$ cat src/sv/xnsd_pkg.sv
// ----------------------------------------------------------------------------
// xnsd_pkg
// Shared types and constants of the namespace declaration scanner.
// ----------------------------------------------------------------------------
`default_nettype none

package xnsd_pkg;

    localparam int MAX_PAIRS     = 16;
    localparam int POSITION_BITS = 16;
    localparam int PAIR_W        = $clog2(MAX_PAIRS);
    localparam int S_DATA_W      = 8;
    localparam int M_DATA_W      = 32;

    localparam logic [7:0] CH_X = 8'h78;
    localparam logic [7:0] CH_M = 8'h6d;
    localparam logic [7:0] CH_L = 8'h6c;
    localparam logic [7:0] CH_N = 8'h6e;
    localparam logic [7:0] CH_S = 8'h73;

    typedef enum logic [10:0] {
        ST_WKEY = 11'b000_0000_0001,
        ST_WPFX = 11'b000_0000_0010,
        ST_RPFX = 11'b000_0000_0100,
        ST_WEQ  = 11'b000_0000_1000,
        ST_WURI = 11'b000_0001_0000,
        ST_RURI = 11'b000_0010_0000,
        ST_ERR  = 11'b000_0100_0000,
        ST_KM   = 11'b000_1000_0000,
        ST_KL   = 11'b001_0000_0000,
        ST_KN   = 11'b010_0000_0000,
        ST_KS   = 11'b100_0000_0000
    } state_t;

    typedef enum logic [2:0] {
        CL_BLANK,
        CL_EQ,
        CL_COLON,
        CL_QUOTE,
        CL_WORD,
        CL_OTHER
    } class_t;

    typedef struct packed {
        logic prefix_next;
        logic uri_next;
        logic term;
        logic pair_done;
    } event_t;

    typedef struct packed {
        state_t next_state;
        logic   count_up;
        event_t ev;
        logic   error;
    } step_t;

    // Result word, lowest field in the lowest bits.
    typedef struct packed {
        logic [5:0]  pad;
        logic        string_ok;
        logic        error;
        logic        pair_done;
        logic        terminator_here;
        logic        uri_begins_next;
        logic        prefix_begins_next;
        logic [3:0]  pair_index;
        logic [15:0] position;
    } result_t;

endpackage

`default_nettype wire

$ cat src/sv/xnsd_class.sv
// ----------------------------------------------------------------------------
// xnsd_class
// Sorts one character into blank, equals, colon, quote, alphanumeric or other.
// ----------------------------------------------------------------------------
`default_nettype none

module xnsd_class (
    input  wire logic [7:0]      byte_value,
    output xnsd_pkg::class_t     byte_class
);
    import xnsd_pkg::*;

    always_comb begin
        if (byte_value == 8'd9 || byte_value == 8'd10 || byte_value == 8'd12 ||
            byte_value == 8'd13 || byte_value == 8'd32) begin
            byte_class = CL_BLANK;
        end else if (byte_value == 8'h3d) begin
            byte_class = CL_EQ;
        end else if (byte_value == 8'h3a) begin
            byte_class = CL_COLON;
        end else if (byte_value == 8'h22) begin
            byte_class = CL_QUOTE;
        end else if ((byte_value >= 8'h30 && byte_value <= 8'h39) ||
                     (byte_value >= 8'h41 && byte_value <= 8'h5a) ||
                     (byte_value >= 8'h61 && byte_value <= 8'h7a)) begin
            byte_class = CL_WORD;
        end else begin
            byte_class = CL_OTHER;
        end
    end

endmodule

`default_nettype wire

$ cat src/sv/xnsd_step.sv
// ----------------------------------------------------------------------------
// xnsd_step
// Transition table of the scanner: next state and events for one character.
// ----------------------------------------------------------------------------
`default_nettype none

module xnsd_step (
    input  wire xnsd_pkg::state_t state,
    input  wire logic [7:0]       byte_value,
    input  wire xnsd_pkg::class_t byte_class,
    input  wire logic             last_byte,
    input  wire logic             pair_full,
    output xnsd_pkg::step_t       step
);
    import xnsd_pkg::*;

    state_t ns;
    event_t ev;
    logic   count_up;

    always_comb begin
        ns       = ST_ERR;
        ev       = '0;
        count_up = 1'b0;
        unique case (state)
            ST_WKEY: begin
                if (byte_class == CL_BLANK) begin
                    ns = ST_WKEY;
                end else if (byte_class == CL_WORD && byte_value == CH_X) begin
                    ns = ST_KM;
                end
            end
            ST_WPFX: begin
                if (byte_class == CL_COLON) begin
                    ns             = ST_RPFX;
                    ev.prefix_next = 1'b1;
                end
            end
            ST_RPFX: begin
                if (byte_class == CL_BLANK) begin
                    ns      = ST_WEQ;
                    ev.term = 1'b1;
                end else if (byte_class == CL_EQ) begin
                    ns      = ST_WURI;
                    ev.term = 1'b1;
                end else if (byte_class == CL_WORD) begin
                    ns = ST_RPFX;
                end
            end
            ST_WEQ: begin
                if (byte_class == CL_BLANK) begin
                    ns = ST_WEQ;
                end else if (byte_class == CL_EQ) begin
                    ns = ST_WURI;
                end
            end
            ST_WURI: begin
                if (byte_class == CL_BLANK) begin
                    ns = ST_WURI;
                end else if (byte_class == CL_QUOTE) begin
                    ns          = ST_RURI;
                    ev.uri_next = 1'b1;
                end
            end
            ST_RURI: begin
                if (byte_class == CL_QUOTE) begin
                    ev.term      = 1'b1;
                    ev.pair_done = 1'b1;
                    // Reaching the pair limit is an error, not a count.
                    if (pair_full) begin
                        ns = ST_ERR;
                    end else begin
                        ns       = ST_WKEY;
                        count_up = 1'b1;
                    end
                end else begin
                    ns = ST_RURI;
                end
            end
            ST_ERR: ns = ST_ERR;
            ST_KM:  ns = (byte_value == CH_M) ? ST_KL : ST_ERR;
            ST_KL:  ns = (byte_value == CH_L) ? ST_KN : ST_ERR;
            ST_KN:  ns = (byte_value == CH_N) ? ST_KS : ST_ERR;
            ST_KS:  ns = (byte_value == CH_S) ? ST_WPFX : ST_ERR;
            default: ns = ST_ERR;
        endcase
    end

    always_comb begin
        step.next_state = ns;
        step.count_up   = count_up;
        step.ev         = ev;
        step.error      = (ns == ST_ERR) ||
                          (last_byte && (ns == ST_KM || ns == ST_KL ||
                                         ns == ST_KN || ns == ST_KS));
    end

endmodule

`default_nettype wire

$ cat src/sv/xml_namespace_decl_scanner.sv
// ----------------------------------------------------------------------------
// xml_namespace_decl_scanner
// Byte-wide scanner for strings of xmlns:prefix="uri" declarations.
// ----------------------------------------------------------------------------
// The block takes one character per word and returns one result word for it,
// and it accepts a new word in every cycle while the result side keeps up.
// Each word passes an input register and then a result register; it moves
// on only while the result side can take it. The work between them is a
// character class lookup and one step of the transition table. The word with
// tlast set closes the string and puts the scanner back to its reset state.
`default_nettype none

module xml_namespace_decl_scanner (
    input  wire logic                          aclk,
    input  wire logic                          aresetn,
    input  wire logic                          s_tvalid,
    output logic                               s_tready,
    input  wire logic [xnsd_pkg::S_DATA_W-1:0] s_tdata,   // [7:0] byte_value
    input  wire logic                          s_tlast,   // last_byte
    output logic                               m_tvalid,
    input  wire logic                          m_tready,
    // [15:0] position, [19:16] pair_index, [20] prefix_begins_next,
    // [21] uri_begins_next, [22] terminator_here, [23] pair_done,
    // [24] error, [25] string_ok, [31:26] zero
    output logic [xnsd_pkg::M_DATA_W-1:0]      m_tdata,
    output logic                               m_tlast    // string_done
);
    import xnsd_pkg::*;

    localparam logic [POSITION_BITS-1:0] POS_MAX  = '1;
    localparam logic [PAIR_W-1:0]        PAIR_TOP = PAIR_W'(MAX_PAIRS - 1);

    logic                     in_valid_reg;
    logic [7:0]               in_byte_reg;
    logic                     in_last_reg;
    logic                     out_valid_reg;
    result_t                  out_data_reg;
    logic                     out_last_reg;
    state_t                   state_reg;
    logic [POSITION_BITS-1:0] position_reg;
    logic [PAIR_W-1:0]        pair_count_reg;

    state_t                   state_next;
    logic [POSITION_BITS-1:0] position_next;
    logic [PAIR_W-1:0]        pair_count_next;
    result_t                  out_data_next;

    class_t      byte_class;
    step_t       step;
    logic        out_free;
    logic        advance;
    logic        s_fire;
    logic [31:0] pos_ext;
    logic [31:0] pair_ext;

    assign out_free = !out_valid_reg || m_tready;
    assign advance  = in_valid_reg && out_free;
    assign s_tready = !in_valid_reg || advance;
    assign s_fire   = s_tvalid && s_tready;

    xnsd_class u_class (
        .byte_value (in_byte_reg),
        .byte_class (byte_class)
    );

    xnsd_step u_step (
        .state      (state_reg),
        .byte_value (in_byte_reg),
        .byte_class (byte_class),
        .last_byte  (in_last_reg),
        .pair_full  (pair_count_reg == PAIR_TOP),
        .step       (step)
    );

    assign pos_ext  = 32'(position_reg);
    assign pair_ext = 32'(pair_count_reg);

    always_comb begin
        out_data_next                    = '0;
        out_data_next.position           = pos_ext[15:0];
        out_data_next.pair_index         = pair_ext[3:0];
        out_data_next.prefix_begins_next = step.ev.prefix_next;
        out_data_next.uri_begins_next    = step.ev.uri_next;
        out_data_next.terminator_here    = step.ev.term;
        out_data_next.pair_done          = step.ev.pair_done;
        out_data_next.error              = step.error;
        out_data_next.string_ok          = in_last_reg && !step.error;

        if (in_last_reg) begin
            state_next      = ST_WKEY;
            position_next   = '0;
            pair_count_next = '0;
        end else begin
            state_next      = step.next_state;
            position_next   = (position_reg == POS_MAX) ? position_reg
                                                        : position_reg + 1'b1;
            pair_count_next = step.count_up ? pair_count_reg + 1'b1
                                            : pair_count_reg;
        end
    end

    always_ff @(posedge aclk) begin
        if (!aresetn) begin
            in_valid_reg   <= 1'b0;
            out_valid_reg  <= 1'b0;
            state_reg      <= ST_WKEY;
            position_reg   <= '0;
            pair_count_reg <= '0;
        end else begin
            if (s_fire) begin
                in_valid_reg <= 1'b1;
            end else if (advance) begin
                in_valid_reg <= 1'b0;
            end
            if (advance) begin
                out_valid_reg  <= 1'b1;
                state_reg      <= state_next;
                position_reg   <= position_next;
                pair_count_reg <= pair_count_next;
            end else if (m_tready) begin
                out_valid_reg <= 1'b0;
            end
        end
    end

    always_ff @(posedge aclk) begin
        if (s_fire) begin
            in_byte_reg <= s_tdata[7:0];
            in_last_reg <= s_tlast;
        end
        if (advance) begin
            out_data_reg <= out_data_next;
            out_last_reg <= in_last_reg;
        end
    end

    assign m_tvalid = out_valid_reg;
    assign m_tdata  = out_data_reg;
    assign m_tlast  = out_last_reg;

endmodule

`default_nettype wire

$ cat config.mk
export PLATFORM = sky130hd
export DESIGN_NAME = xml_namespace_decl_scanner
export DESIGN_NICKNAME = d
export VERILOG_FILES = /design/src/sv/xnsd_pkg.sv /design/src/sv/xnsd_class.sv /design/src/sv/xnsd_step.sv /design/src/sv/xml_namespace_decl_scanner.sv
export SDC_FILE = /design/constraint.sdc
export NUM_CORES = 1
export LEC_CHECK = 0
export BUFFER_PORTS_ARGS = -buffer_cell sky130_fd_sc_hd__buf_2
export CORE_MARGIN = 1
export CORE_UTILIZATION = 57
export DETAILED_ROUTE_END_ITERATION = 8
export HOLD_SLACK_MARGIN = 0.02
export PLACE_DENSITY = 0.84
export SLEW_MARGIN = 5
export SYNTH_ARGS = -nofsm -noshare
export SYNTH_HDL_FRONTEND = slang
export SYNTH_SLANG_ARGS = --single-unit
$ cat constraint.sdc
create_clock -name aclk -period 2.49 [get_ports aclk]
set_input_delay 0.1245 -clock aclk [delete_from_list [all_inputs] [get_ports aclk]]
set_output_delay 0.1245 -clock aclk [all_outputs]
set_load 0.005 [all_outputs]
==> results.json <==
{
  "status": "finished clean",
  "grt_pass1_wl_um": 11700,
  "antenna_found_initial": 0,
  "seq_area_frac_synth_pct": 49.2,
  "port_buffers": 41,
  "routed_wl_um": 7230,
  "worstSetupPathType": "flip-flop to flip-flop",
  "synth-edff-count": 36,
  "power_density_nw_per_um2": 588,
  "period_minus_slack_ns": 2.40,
  "vias_per_cell": 5.86,
  "reg2reg_depth": 7,
  "power.switching_mw": 0.552,
  "drive_gt1_share_pct": 21.8,
  "max_freq_mhz": 417,
  "worstSetupStartpoint": "in_byte_reg[0]",
  "clk_latency_ns": 0.35,
  "place_inst": 454,
  "p_comb_share_pct": 7.3,
  "stdcell_count": 479,
  "reg2reg_slack_ns": 0.09,
  "wl_per_cell_um": 15.1,
  "stdcell_area_um2": 4150,
  "vias": 2806,
  "async_flop_share_pct": 0,
  "cts_tree": "done",
  "yosysUniqueCellTypes": 69,
  "ys_ff_latch": 69,
  "synth.area.top_cells": "edfxtp_1, dfxtp_1, nor2_1",
  "hold_class": "input pin to flip-flop",
  "antenna_left": 0,
  "track_usage_pct": 24.1,
  "die_y_um": 80.8,
  "post-synth-top-area-cell": "edfxtp_1",
  "post-route-util_pct": 69.6,
  "gr-total-overflow": 0,
  "dieArea_um2": 6530,
  "start_kind": "flip-flop",
  "syn_avg_cell_area_um2": 10.3,
  "rsz0062_at_grt": "false",
  "clock-sinks": 69,
  "initial_core_util_pct": 59.4,
  "hpwl_um": 5140,
  "pin_count": 48,
  "p_sw_share_pct": 22.6,
  "die_x_um": 80.8,
  "worst_pin_slew_ns": 0.619,
  "synthCells": 343,
  "ys.flop_type": "edfxtp_1",
  "setup_violations": 0,
  "drt-pass1-iter-count": 7,
  "ir_drop_uv": 397,
  "p_leak_nw": 1.53,
  "cts_buffers": 9,
  "arrival_ns": 2.60,
  "largest_reg_flops": 26,
  "timing.final.crit_share_pct": 96.3,
  "fin_setup_tns_ns": 0,
  "p_int_mw": 1.89,
  "worstHoldStart": "s_tvalid",
  "netlist_area_um2": 3540,
  "core_um2": 5960,
  "first_global_vias": 2613,
  "clock_skew_ns": 0.00749,
  "r2r_start": "in_byte_reg[0]",
  "clk_pin_slew_ns": 0.08,
  "crit_fanout": 13,
  "grt_max_degree": 22,
  "yosys-top-cells-count": "edfxtp_1, dfxtp_1, nor2_1",
  "power_frac_clock_pct": 41.4,
  "ys_warn_count": 0,
  "post-cts-setup-buffers": 0,
  "fin_nets": 414,
  "worstSetupEndpointType": "flip-flop",
  "seq_power_share_pct": 51.3,
  "antenna_cells": 0,
  "drtIter0Drc": 147,
  "required_ns": 2.69,
  "slew_viol_final": 0,
  "whs_path_depth": 3,
  "syn2layout_area_growth_pct": 17.2,
  "cts-root-buf": "clkbuf_8",
  "h-tree-depth": 3,
  "dpl-instance-area_um2": 3820,
  "synth.top_cell.area_share_pct": 30.6,
  "slew_headroom_pct": 58.7,
  "hold_viol": 0,
  "hold_end": "in_valid_reg",
  "synth_most_common_cell": "edfxtp_1",
  "rows": 28,
  "timing.rr.end": "m_tdata[25]",
  "drv_cap": 0,
  "drc": 0,
  "clockBufferDepth": 2,
  "place_congestion": 0.935
}
## how the worst max path moves through the flow
| stage | cells after the start | to |
|---|---|---|
| final | 7 | m_tdata[25] |
| after global routing | 7 | m_tdata[25] |
| after CTS | 6 | m_tdata[25] |
| after detailed placement | 6 | m_tdata[25] |
| after global placement | 6 | m_tdata[25] |
| after floorplan | 6 | m_tdata[25] |
## power groups by stage
stage                     logic [mW]  registers (mW)  clock network [mW]
after floorplan                0.112            1.27                   0
after detailed placement       0.165            1.28                   0
after global placement         0.162            1.28                   0
after CTS                      0.176            1.25                1.02
after global routing           0.196            1.26                1.06
final                          0.178            1.25                1.01
## metrics by stage
stage / hold WS (ns) / setup WS, ns / total power [mW]
2_1_floorplan: 0.223 / 0.395 / 1.39
3_3_place_gp: 0.302 / 0.281 / 1.44
3_5_place_dp: 0.303 / 0.159 / 1.44
4_1_cts: 0.0317 / 0.150 / 2.45
5_1_grt: 0.0678 / 0.00592 / 2.51
6_report: 0.0338 / 0.0930 / 2.44
## final cells by class
type / instances / area (um^2)
multi-input combinational: 247 / 1660
fill: 462 / 1810
clock inverter: 4 / 52.6
inverter: 9 / 33.8
tap: 75 / 93.8
clock buffer: 12 / 176
sequential: 69 / 1740
timing repair buffer: 63 / 393
## cell usage in the layout, fill, tap and decap left out, types with 5 or more instances in the layout
master | synthesis | final
nor2_1 | 29 | 29
and3_1 | 5 | 5
dfxtp_1 | 33 | 33
nand3b_1 | 5 | 5
nor2b_1 | 17 | 17
nand4_1 | 12 | 12
clkbuf_8 | 0 | 11
o21ai_0 | 7 | 7
dlygate4sd3_1 | 0 | 9
xor2_1 | 9 | 9
xnor2_1 | 8 | 8
a21oi_1 | 7 | 7
buf_4 | 6 | 13
edfxtp_1 | 36 | 36
buf_2 | 6 | 41
and2_1 | 6 | 6
nand2_1 | 26 | 26
nand3_1 | 8 | 8
inv_1 | 8 | 8
nor3_1 | 14 | 14
conb_1 | 1 | 6
## cell families after synthesis
group / synth area share (%)
simple gates: 27.6
flops: 49.2
compound gates: 12.9
buf+inv: 4.67
xor+xnor: 4.21
fa+ha+maj: 0.707
mux: 0.566
other cells: 0.106
## critical path, cell delays in order (launching register included)
cell and delay (ns):
edfxtp_1 0.55, or4_4 0.56, o2bb2ai_2 0.18, a2111oi_1 0.10
buf_4 0.17, nor4_4 0.29, o2111ai_1 0.22, nor2_1 0.17
## timing repair
action | 4_1_cts | 5_1_grt
hold endpoints to repair | 9 | 0
setup endpoints to repair | 0 | 2
hold buffers | 9 | 0
gates resized for setup | 0 | 1
## metal layers
layer	up-vias	part of all wire, %	GRT usage [%]
met2	94	50	41.8
met5	-	0	0
met4	0	2.6	12.3
met3	18	5.2	5.84
li1	1372	-	-
met1	1322	42	27.6
No activity file was read; power rests on OpenSTA's default activity.
